--- src/sv/macs_pkg.sv ---
// ----------------------------------------------------------------------------
// macs_pkg
// Shared widths, codes and reset values of the moving-average crossover
// signal block.
// ----------------------------------------------------------------------------
package macs_pkg;

    // payload widths
    localparam int PRICE_W   = 24;
    localparam int KIND_W    = 2;
    localparam int BP_W      = 10;
    localparam int SIG_W     = 2;
    localparam int STATUS_W  = 2;
    localparam int WIN_W     = 31;
    localparam int CFG_IDX_W = 2;

    // one in basis points, and a width that holds it plus a register value
    localparam int BP_ONE = 10000;
    localparam int BPC_W  = 14;

    // default window sizes
    localparam int SHORT_WINDOW_DEF = 5;
    localparam int LONG_WINDOW_DEF  = 20;
    localparam int MINUTE_DEPTH_DEF = 6;

    // word kinds
    localparam logic [KIND_W-1:0] KIND_DAILY  = 2'd0;
    localparam logic [KIND_W-1:0] KIND_MINUTE = 2'd1;
    localparam logic [KIND_W-1:0] KIND_QUOTE  = 2'd2;
    localparam logic [KIND_W-1:0] KIND_CLEAR  = 2'd3;

    // signal codes
    localparam logic [SIG_W-1:0] SIG_NONE = 2'd0;
    localparam logic [SIG_W-1:0] SIG_BUY  = 2'd1;
    localparam logic [SIG_W-1:0] SIG_SELL = 2'd2;

    // status codes
    localparam logic [STATUS_W-1:0] ST_FEW_RAW   = 2'd0;
    localparam logic [STATUS_W-1:0] ST_FEW_VALID = 2'd1;
    localparam logic [STATUS_W-1:0] ST_EVAL      = 2'd2;

    // register indexes
    localparam logic [CFG_IDX_W-1:0] REG_SPREAD   = 2'd0;
    localparam logic [CFG_IDX_W-1:0] REG_MOMENTUM = 2'd1;
    localparam logic [CFG_IDX_W-1:0] REG_BAND     = 2'd2;

    // register reset values
    localparam logic [BP_W-1:0] SPREAD_RST   = 10'd60;
    localparam logic [BP_W-1:0] MOMENTUM_RST = 10'd15;
    localparam logic [BP_W-1:0] BAND_RST     = 10'd30;

endpackage

--- src/sv/macs_cell.sv ---
// ----------------------------------------------------------------------------
// macs_cell
// One history cell: holds a price and takes its neighbour's on a shift.
// ----------------------------------------------------------------------------
module macs_cell
    import macs_pkg::*;
#(
    parameter int W = PRICE_W
)
(
    input  logic         clk,
    input  logic         rst_n,
    input  logic         shift,
    input  logic [W-1:0] din,
    output logic [W-1:0] dout
);

    logic [W-1:0] value_reg;

    // stored close, cleared so that the running sums start consistent
    always_ff @(posedge clk or negedge rst_n)
    begin
        if (!rst_n)
        begin
            value_reg <= '0;
        end
        else if (shift)
        begin
            value_reg <= din;
        end
    end

    assign dout = value_reg;

endmodule

--- config.mk ---
export PLATFORM = sky130hd
export DESIGN_NAME = macs_cell
export DESIGN_NICKNAME = d
export VERILOG_FILES = /design/src/sv/macs_pkg.sv /design/src/sv/macs_cell.sv
export SDC_FILE = /design/constraint.sdc
export NUM_CORES = 1
export LEC_CHECK = 0
export ABC_AREA = 1
export BUFFER_PORTS_ARGS = -buffer_cell sky130_fd_sc_hd__buf_2
export CAP_MARGIN = 20
export CORE_MARGIN = 8
export CORE_UTILIZATION = 35
export DETAILED_ROUTE_END_ITERATION = 8
export GPL_TIMING_DRIVEN = 1
export SKIP_LAST_GASP = 1
export SLEW_MARGIN = 30
export SYNTH_ARGS = -nofsm -noshare
export SYNTH_HDL_FRONTEND = slang
export SYNTH_SLANG_ARGS = --single-unit
--- constraint.sdc ---
create_clock -name clk -period 0.8 [get_ports clk]
set_input_delay 0.04 -clock clk [delete_from_list [all_inputs] [get_ports clk]]
set_output_delay 0.04 -clock clk [all_outputs]
set_load 0.01 [all_outputs]
# Yosys cells after proc, flatten, opt, wreduce, memory -nomap -nowiden

Index checks and enable logic that the tools add are counted.

Register bits after elaboration: 24
Input bits: 27

# Logic depth before layout (Yosys ltp)

Gate-level depths: netlist of run 1.

Depth in word-level cells: 0
Gate-level depth with buffers: 5

# Least setup slack after synthesis of run 1

OpenSTA, ideal clock, no wires.

Path type: reg-to-reg
Start point: register dout[10] (netlist name)
End point: register value_reg[10], in the netlist dout[10]
Arrival time: 505 ps
Path slack: 178 ps
Stages on the path, launching flop included: 3
Buffers on the path: 0
Clock period less this slack: 622 ps
Cell sequence: dfrtp_1 nand2_2 nand2_1

RTL lines:

| element              | RTL line        | source |
|---|---|---|
| end signal, assigned | macs_cell.sv:29 | `value_reg <= din;` |
| end, declared        | macs_cell.sv:18 | `logic [W-1:0] value_reg;` |

# Final worst setup path of run 1

Start point: register value_reg[22], in the netlist dout[22]
End point: output dout[22]

RTL lines:

| element       | RTL line        | source |
|---|---|---|
| end, declared | macs_cell.sv:15 | `output logic [W-1:0] dout` |

No word-level cell between the ends.

==> results.yml, run 1 <==
status:
  status: "finished, violations left"
  violations: "negative setup slack"
setup_path:
  timing.critical_path.to_type: "output port"
  required_ns: 0.76
  criticalPathCategory: "flop to output port"
  startpoint_type: "flop"
  slowest_stage: "sky130_fd_sc_hd__dfrtp_1"
  critPathArrivalTime_ns: 0.88
  critical_path_peak_fanout: 2
  worst_path_cell_chain: "buf_2"
  cp.buffers_inverters: 1
  cpLargestDelayFamily: "flip-flops"
  slowest_delay_ns: 0.42
logic_synthesis:
  postSynthAreaPerCell_um2: 9.556
  synth_fa_ha_area_frac: 0
  synth_simple_gate_area_frac: 0.3030
  synth_nets: 129
  synth_compound_area_frac: 0
  yosysUniqueCellTypes: 7
  post_synth_mux_area_share: 0
  synthesis.area_um2: 974.7
  seq_area_frac_synth: 0.6162
  synth-warning-count: 0
  combinational_family_with_the_most_area_after_synthesis: "simple AND/OR/NAND/NOR gates"
  synthesis.instances: 102
  synth.ff_latch_count: 24
  post_synth_xor_area_fraction: 0
finish:
  largest_reg_flops: 24
  syn_to_final_growth_pct: 71.76
  final_nets: 224
  drive_above_1_share: 0.4337
  layout_commonest_cell: "sky130_fd_sc_hd__nand2_1"
  commonest_cells_after_routing_fill_and_taps_aside: "sky130_fd_sc_hd__nand2_1, sky130_fd_sc_hd__buf_2, sky130_fd_sc_hd__dlygate4sd3_1, sky130_fd_sc_hd__dfrtp_1, sky130_fd_sc_hd__buf_4"
  finish.instance_area_um2: 1674
  fin_util: 0.6177
  n_antenna_cell: 0
sta:
  setup_viol_count_final: 28
  worst_pin_slew_ns: 0.5220
  setup_tns_ns: -2.507
  finalMaxSlewViolations: 0
  min_cycle_time_layout_ns: 0.9230
  min_period_over_period: 1.154
  max-slew-margin-rel: 0.6520
  timing.final.hold_violations: 0
  grt_setup_unrepaired: "yes"
  worst_clock_skew_ns: 0
  timing.fmax_mhz: 1083
  timing.final.ws_setup_ns: -0.1230
routing:
  wl_per_cell_um: 11.96
  route.final.wire_length_mm: 2.714
  drt-initial-drc-count: 15
  via_count: 960
  drc: 0
  route.antenna.remaining_nets: 0
  dr.pass1.iters: 2
  vias_per_cell: 4.229
clocking:
  cts_made_buffers: 3
  tritoncts: "done"
  htreeDepth: 1
  max-clock-path-buffers: 2
  clk_root_buffer_cell: "sky130_fd_sc_hd__clkbuf_4"
  tritoncts_num_sinks: 24
  path_clk_slew_ns: 0.14
  clkLatencyLatePin_ns: 0.31
grt:
  grt_pass1_vias: 993
  grt_start_max_net_pins: 25
  total_global_routing_track_utilization: 0.1166
  grt_remaining_overflow: 0
  antenna_violations_before_repair: 0
  grt_first_pass_wirelength_mm: 4.257
floorplan:
  fp.coreArea_um2: 2710
  pin_count: 51
  fp-row-count: 19
  fp.dieW_um: 68.77
  floorplan.die.height_um: 68.77
  floorplan.initialDensity: 0.3596
  design.die.area_um2: 4729
placement:
  port_buffers: 50
  place_hpwl_mm: 1.798
  dp_slack_ns: 0.1575
  dpl_cell_area_um2: 1211
  gpl.final_weighted_congestion: 0.7252
worst_hold_path:
  worst_min_delay_path_category: "input pin to flop"
run:
  maxCapViolCount: 0
power:
  power_leakage_nw: 0.9540
  p_per_area_nw_per_um2: 1740
  finalPower_mw: 2.914
  power.ir.vdd_worst_v: 0.001091
[timing repair]
action                                  CTS  global route
endpoints found under the setup margin   24            24
hold buffers                             25             0
setup buffers                            12             6
hold endpoints to repair                 48             0
gates resized for setup                   0             4
[final cells by class]
class,count,area [um^2]
Timing Repair Buffer,95,675.6
Clock buffer,3,22.52
Multi-Input combinational cell,72,295.3
Clock inverter,1,30.03
Sequential cell,24,600.6
Inverter,1,11.26
Fill cell,238,1036
Tap cell,31,38.79
[where the power goes]
part	total [mW]	switching (mW)	internal, mW
Combinational	0.661	0.288	0.372
Sequential	1.38	0.0608	1.32
Clock	0.872	0.366	0.506
[kinds of logic after synthesis]
group	count (synthesis)
DFF	24
buffers and inverters	6
and+or+nand+nor	72
[synth_stat cells (all sizes together)]
master	number	area, um^2
inv	1	11.26
nand2	72	295.3
clkbuf	1	13.76
buf	4	53.80
dfrtp	24	600.6
[layer usage]
layer  GRT usage  up-vias  routed length [um]
met5           0        -                   0
met2      0.2067       38                1277
met4     0.03008        0                  12
li1            -      489                   -
met3     0.03877        2                 294
met1      0.1317      431                1129
[worst paths after layout]
path / slack, ns / end / from / cells past startpoint
max reg2reg: -0.07 / dout[2]$_DFFE_PN0P_ / dout[2]$_DFFE_PN0P_ / 4
max: -0.12 / dout[22] / dout[22]$_DFFE_PN0P_ / 1
min: 0.02 / dout[0]$_DFFE_PN0P_ / shift / 3
max in group asynchronous: 0.23 / dout[1]$_DFFE_PN0P_ / rst_n / 2
min in group asynchronous: 0.22 / dout[8]$_DFFE_PN0P_ / rst_n / 2
min reg2reg: 0.48 / dout[1]$_DFFE_PN0P_ / dout[1]$_DFFE_PN0P_ / 2
[through the flow]
step / hold WS [ns] / cells
2_1_floorplan: -0.2556 / 102
3_3_place_gp: 0.04696 / 180
3_5_place_dp: 0.04587 / 180
4_1_cts: 0.01924 / 221
5_1_grt: 0.05452 / 227
6_report: 0.02257 / 227
No activity file was read; power rests on OpenSTA's default activity.
==> run 2: changes to the inputs <==
--- a/config.mk
+++ b/config.mk
@@ -8,12 +8,15 @@
 export ABC_AREA = 1
 export BUFFER_PORTS_ARGS = -buffer_cell sky130_fd_sc_hd__buf_2
 export CAP_MARGIN = 20
+export CELL_PAD_IN_SITES_DETAIL_PLACEMENT = 1
+export CELL_PAD_IN_SITES_GLOBAL_PLACEMENT = 1
 export CORE_MARGIN = 8
-export CORE_UTILIZATION = 35
+export CORE_UTILIZATION = 31
 export DETAILED_ROUTE_END_ITERATION = 8
 export GPL_TIMING_DRIVEN = 1
+export PLACE_DENSITY_LB_ADDON = 0.1
 export SKIP_LAST_GASP = 1
-export SLEW_MARGIN = 30
+export SLEW_MARGIN = 10
 export SYNTH_ARGS = -nofsm -noshare
 export SYNTH_HDL_FRONTEND = slang
 export SYNTH_SLANG_ARGS = --single-unit
==> results.yml, run 2 (synthesis gave the netlist of run 1 again) <==
grt:
  grt_remaining_overflow: 0
  grt_start_max_net_pins: 25
  grt_pass1_vias: 1085
  grt_first_pass_wirelength_mm: 5.181
  total_global_routing_track_utilization: 0.1241
  antenna_violations_before_repair: 0
routing:
  via_count: 1003
  drc: 0
  drt-initial-drc-count: 32
  wl_per_cell_um: 13.38
  vias_per_cell: 4.162
  route.final.wire_length_mm: 3.225
  route.antenna.remaining_nets: 0
  dr.pass1.iters: 4
finish:
  drive_above_1_share: 0.4365
  ff_latch_area_um2: 600.6
  final_nets: 225
  largest_reg_flops: 24
  syn_to_final_growth_pct: 77.66
  commonest_cells_after_routing_fill_and_taps_aside: "sky130_fd_sc_hd__nand2_1, sky130_fd_sc_hd__buf_2, sky130_fd_sc_hd__dlygate4sd3_1, sky130_fd_sc_hd__dfrtp_1, sky130_fd_sc_hd__buf_4"
  layout.filler_cells: 378
  multiInputGateArea_um2: 295.3
  layout_commonest_cell: "sky130_fd_sc_hd__nand2_1"
  n_antenna_cell: 0
power:
  power_switching_mw: 0.7298
  clock_power_share: 0.234
  cell_internal_power_mw: 2.013
  power.ir.vdd_worst_v: 0.0008466
  share_comb_of_total_power: 0.261
  finalPower_mw: 2.743
  p_per_area_nw_per_um2: 1584
  netSwitchingFraction: 0.2660
  share_seq_of_total_power: 0.505
  power_leakage_nw: 0.9675
worst_hold_path:
  timing.hold.worst_path_depth: 3
  worst_min_delay_path_category: "input pin to flop"
  min_from: "shift"
  holdPathEnd: "dout[21]$_DFFE_PN0P_"
floorplan:
  fp.dieW_um: 72.07
  floorplan.initialDensity: 0.3219
  fp.coreArea_um2: 3028
  floorplan.die.height_um: 72.07
  pin_count: 51
  fp-row-count: 20
  design.die.area_um2: 5194
placement:
  port_buffers: 50
  place_hpwl_mm: 1.800
  gpl.final_weighted_congestion: 0.6590
clocking:
  path_clk_slew_ns: 0.13
  clk_root_buffer_cell: "sky130_fd_sc_hd__clkbuf_4"
  clkLatencyLatePin_ns: 0.31
  cts_made_buffers: 3
  htreeDepth: 1
  tritoncts_num_sinks: 24
  tritoncts: "done"
  max-clock-path-buffers: 2
sta:
  finalMaxSlewViolations: 0
  setup_viol_count_final: 29
  timing.final.hold_violations: 0
  timing.final.ws_setup_ns: -0.1044
  timing.fmax_mhz: 1106
  max-slew-margin-rel: 0.6350
  worst_pin_slew_ns: 0.5475
  setup_tns_ns: -2.411
  min_cycle_time_layout_ns: 0.9044
  grt_setup_unrepaired: "yes"
  min_period_over_period: 1.131
  worst_clock_skew_ns: 0
  final.hold.worst_slack_ns: 0.1068
setup_path:
  critical_path_peak_fanout: 2
  required_ns: 0.76
  cp.buffers_inverters: 1
  launching_point_of_the_worst_reg2reg_path: "dout[6]$_DFFE_PN0P_"
  worst_path_cell_chain: "buf_2"
  timing.critical_path.to_type: "output port"
  timing.rr.end: "dout[6]$_DFFE_PN0P_"
  slowest_delay_ns: 0.41
  r2r_setup_slack_ns: -0.04
  startpoint_type: "flop"
  criticalPathCategory: "flop to output port"
  critPathArrivalTime_ns: 0.86
  timing.reg2reg.worst_path_depth: 4
  cpLargestDelayFamily: "flip-flops"
  slowest_stage: "sky130_fd_sc_hd__dfrtp_1"
status:
  status: "finished, violations left"
  violations: "negative setup slack"
run:
  maxCapViolCount: 0
## run 2: worst max path at each step
| stage | to | depth (start not counted) | start |
|---|---|---|---|
| 2_1_floorplan | dout[10]$_DFFE_PN0P_ | 2 | dout[10]$_DFFE_PN0P_ |
| 3_3_place_gp | dout[21]$_DFFE_PN0P_ | 4 | shift |
| 3_5_place_dp | dout[13]$_DFFE_PN0P_ | 4 | shift |
| 4_1_cts | dout[18] | 1 | dout[18]$_DFFE_PN0P_ |
| 5_1_grt | dout[23] | 1 | dout[23]$_DFFE_PN0P_ |
| 6_report | dout[22] | 1 | dout[22]$_DFFE_PN0P_ |
## run 2: timing repair
| action | CTS | global route |
|---|---|---|
| pin swaps | 0 | 0 |
| endpoints found under the setup margin | 24 | 24 |
| resized for setup | 0 | 10 |
| setup buffers | 12 | 8 |
| hold buffers | 25 | 0 |
| gates cloned | 0 | 0 |
| hold endpoints to repair | 48 | 0 |
## run 2: routing by layer
layer / routed length [um] / GRT usage / vias up / share of wire
li1: - / - / 494 / -
met2: 1826 / 0.2347 / 26 / 0.57
met3: 172 / 0.03306 / 2 / 0.053
met5: 0 / 0 / - / 0
met1: 1210 / 0.1297 / 481 / 0.38
met4: 15 / 0.03401 / 0 / 0.0047
## run 2: through the flow
stage / util / cells / worst slack (ns) / instance area, um^2
4_1_cts: 0.5314 / 233 / -0.1219 / 1609
6_report: 0.5719 / 241 / -0.1044 / 1732
2_1_floorplan: - / 102 / 0.1784 / 974.7
3_5_place_dp: 0.4070 / 192 / 0.04769 / 1232
3_3_place_gp: 0.4070 / 192 / 0.08395 / 1232
5_1_grt: 0.5719 / 241 / -0.1685 / 1732
## run 2: power by group through the flow
stage / clock network [mW] / logic [mW] / registers, mW
3_5_place_dp: 0 / 0.437 / 1.40
2_1_floorplan: 0 / 0.167 / 1.46
6_report: 0.642 / 0.715 / 1.39
5_1_grt: 0.728 / 0.792 / 1.40
4_1_cts: 0.671 / 0.616 / 1.37
3_3_place_gp: 0 / 0.429 / 1.40
## run 2: final cells by class
type | count | area share
Tap cell | 44 | 0.03179
Clock buffer | 4 | 0.02095
Inverter | 1 | 0.006503
Multi-Input combinational cell | 72 | 0.1705
Timing Repair Buffer | 96 | 0.4234
Sequential cell | 24 | 0.3468
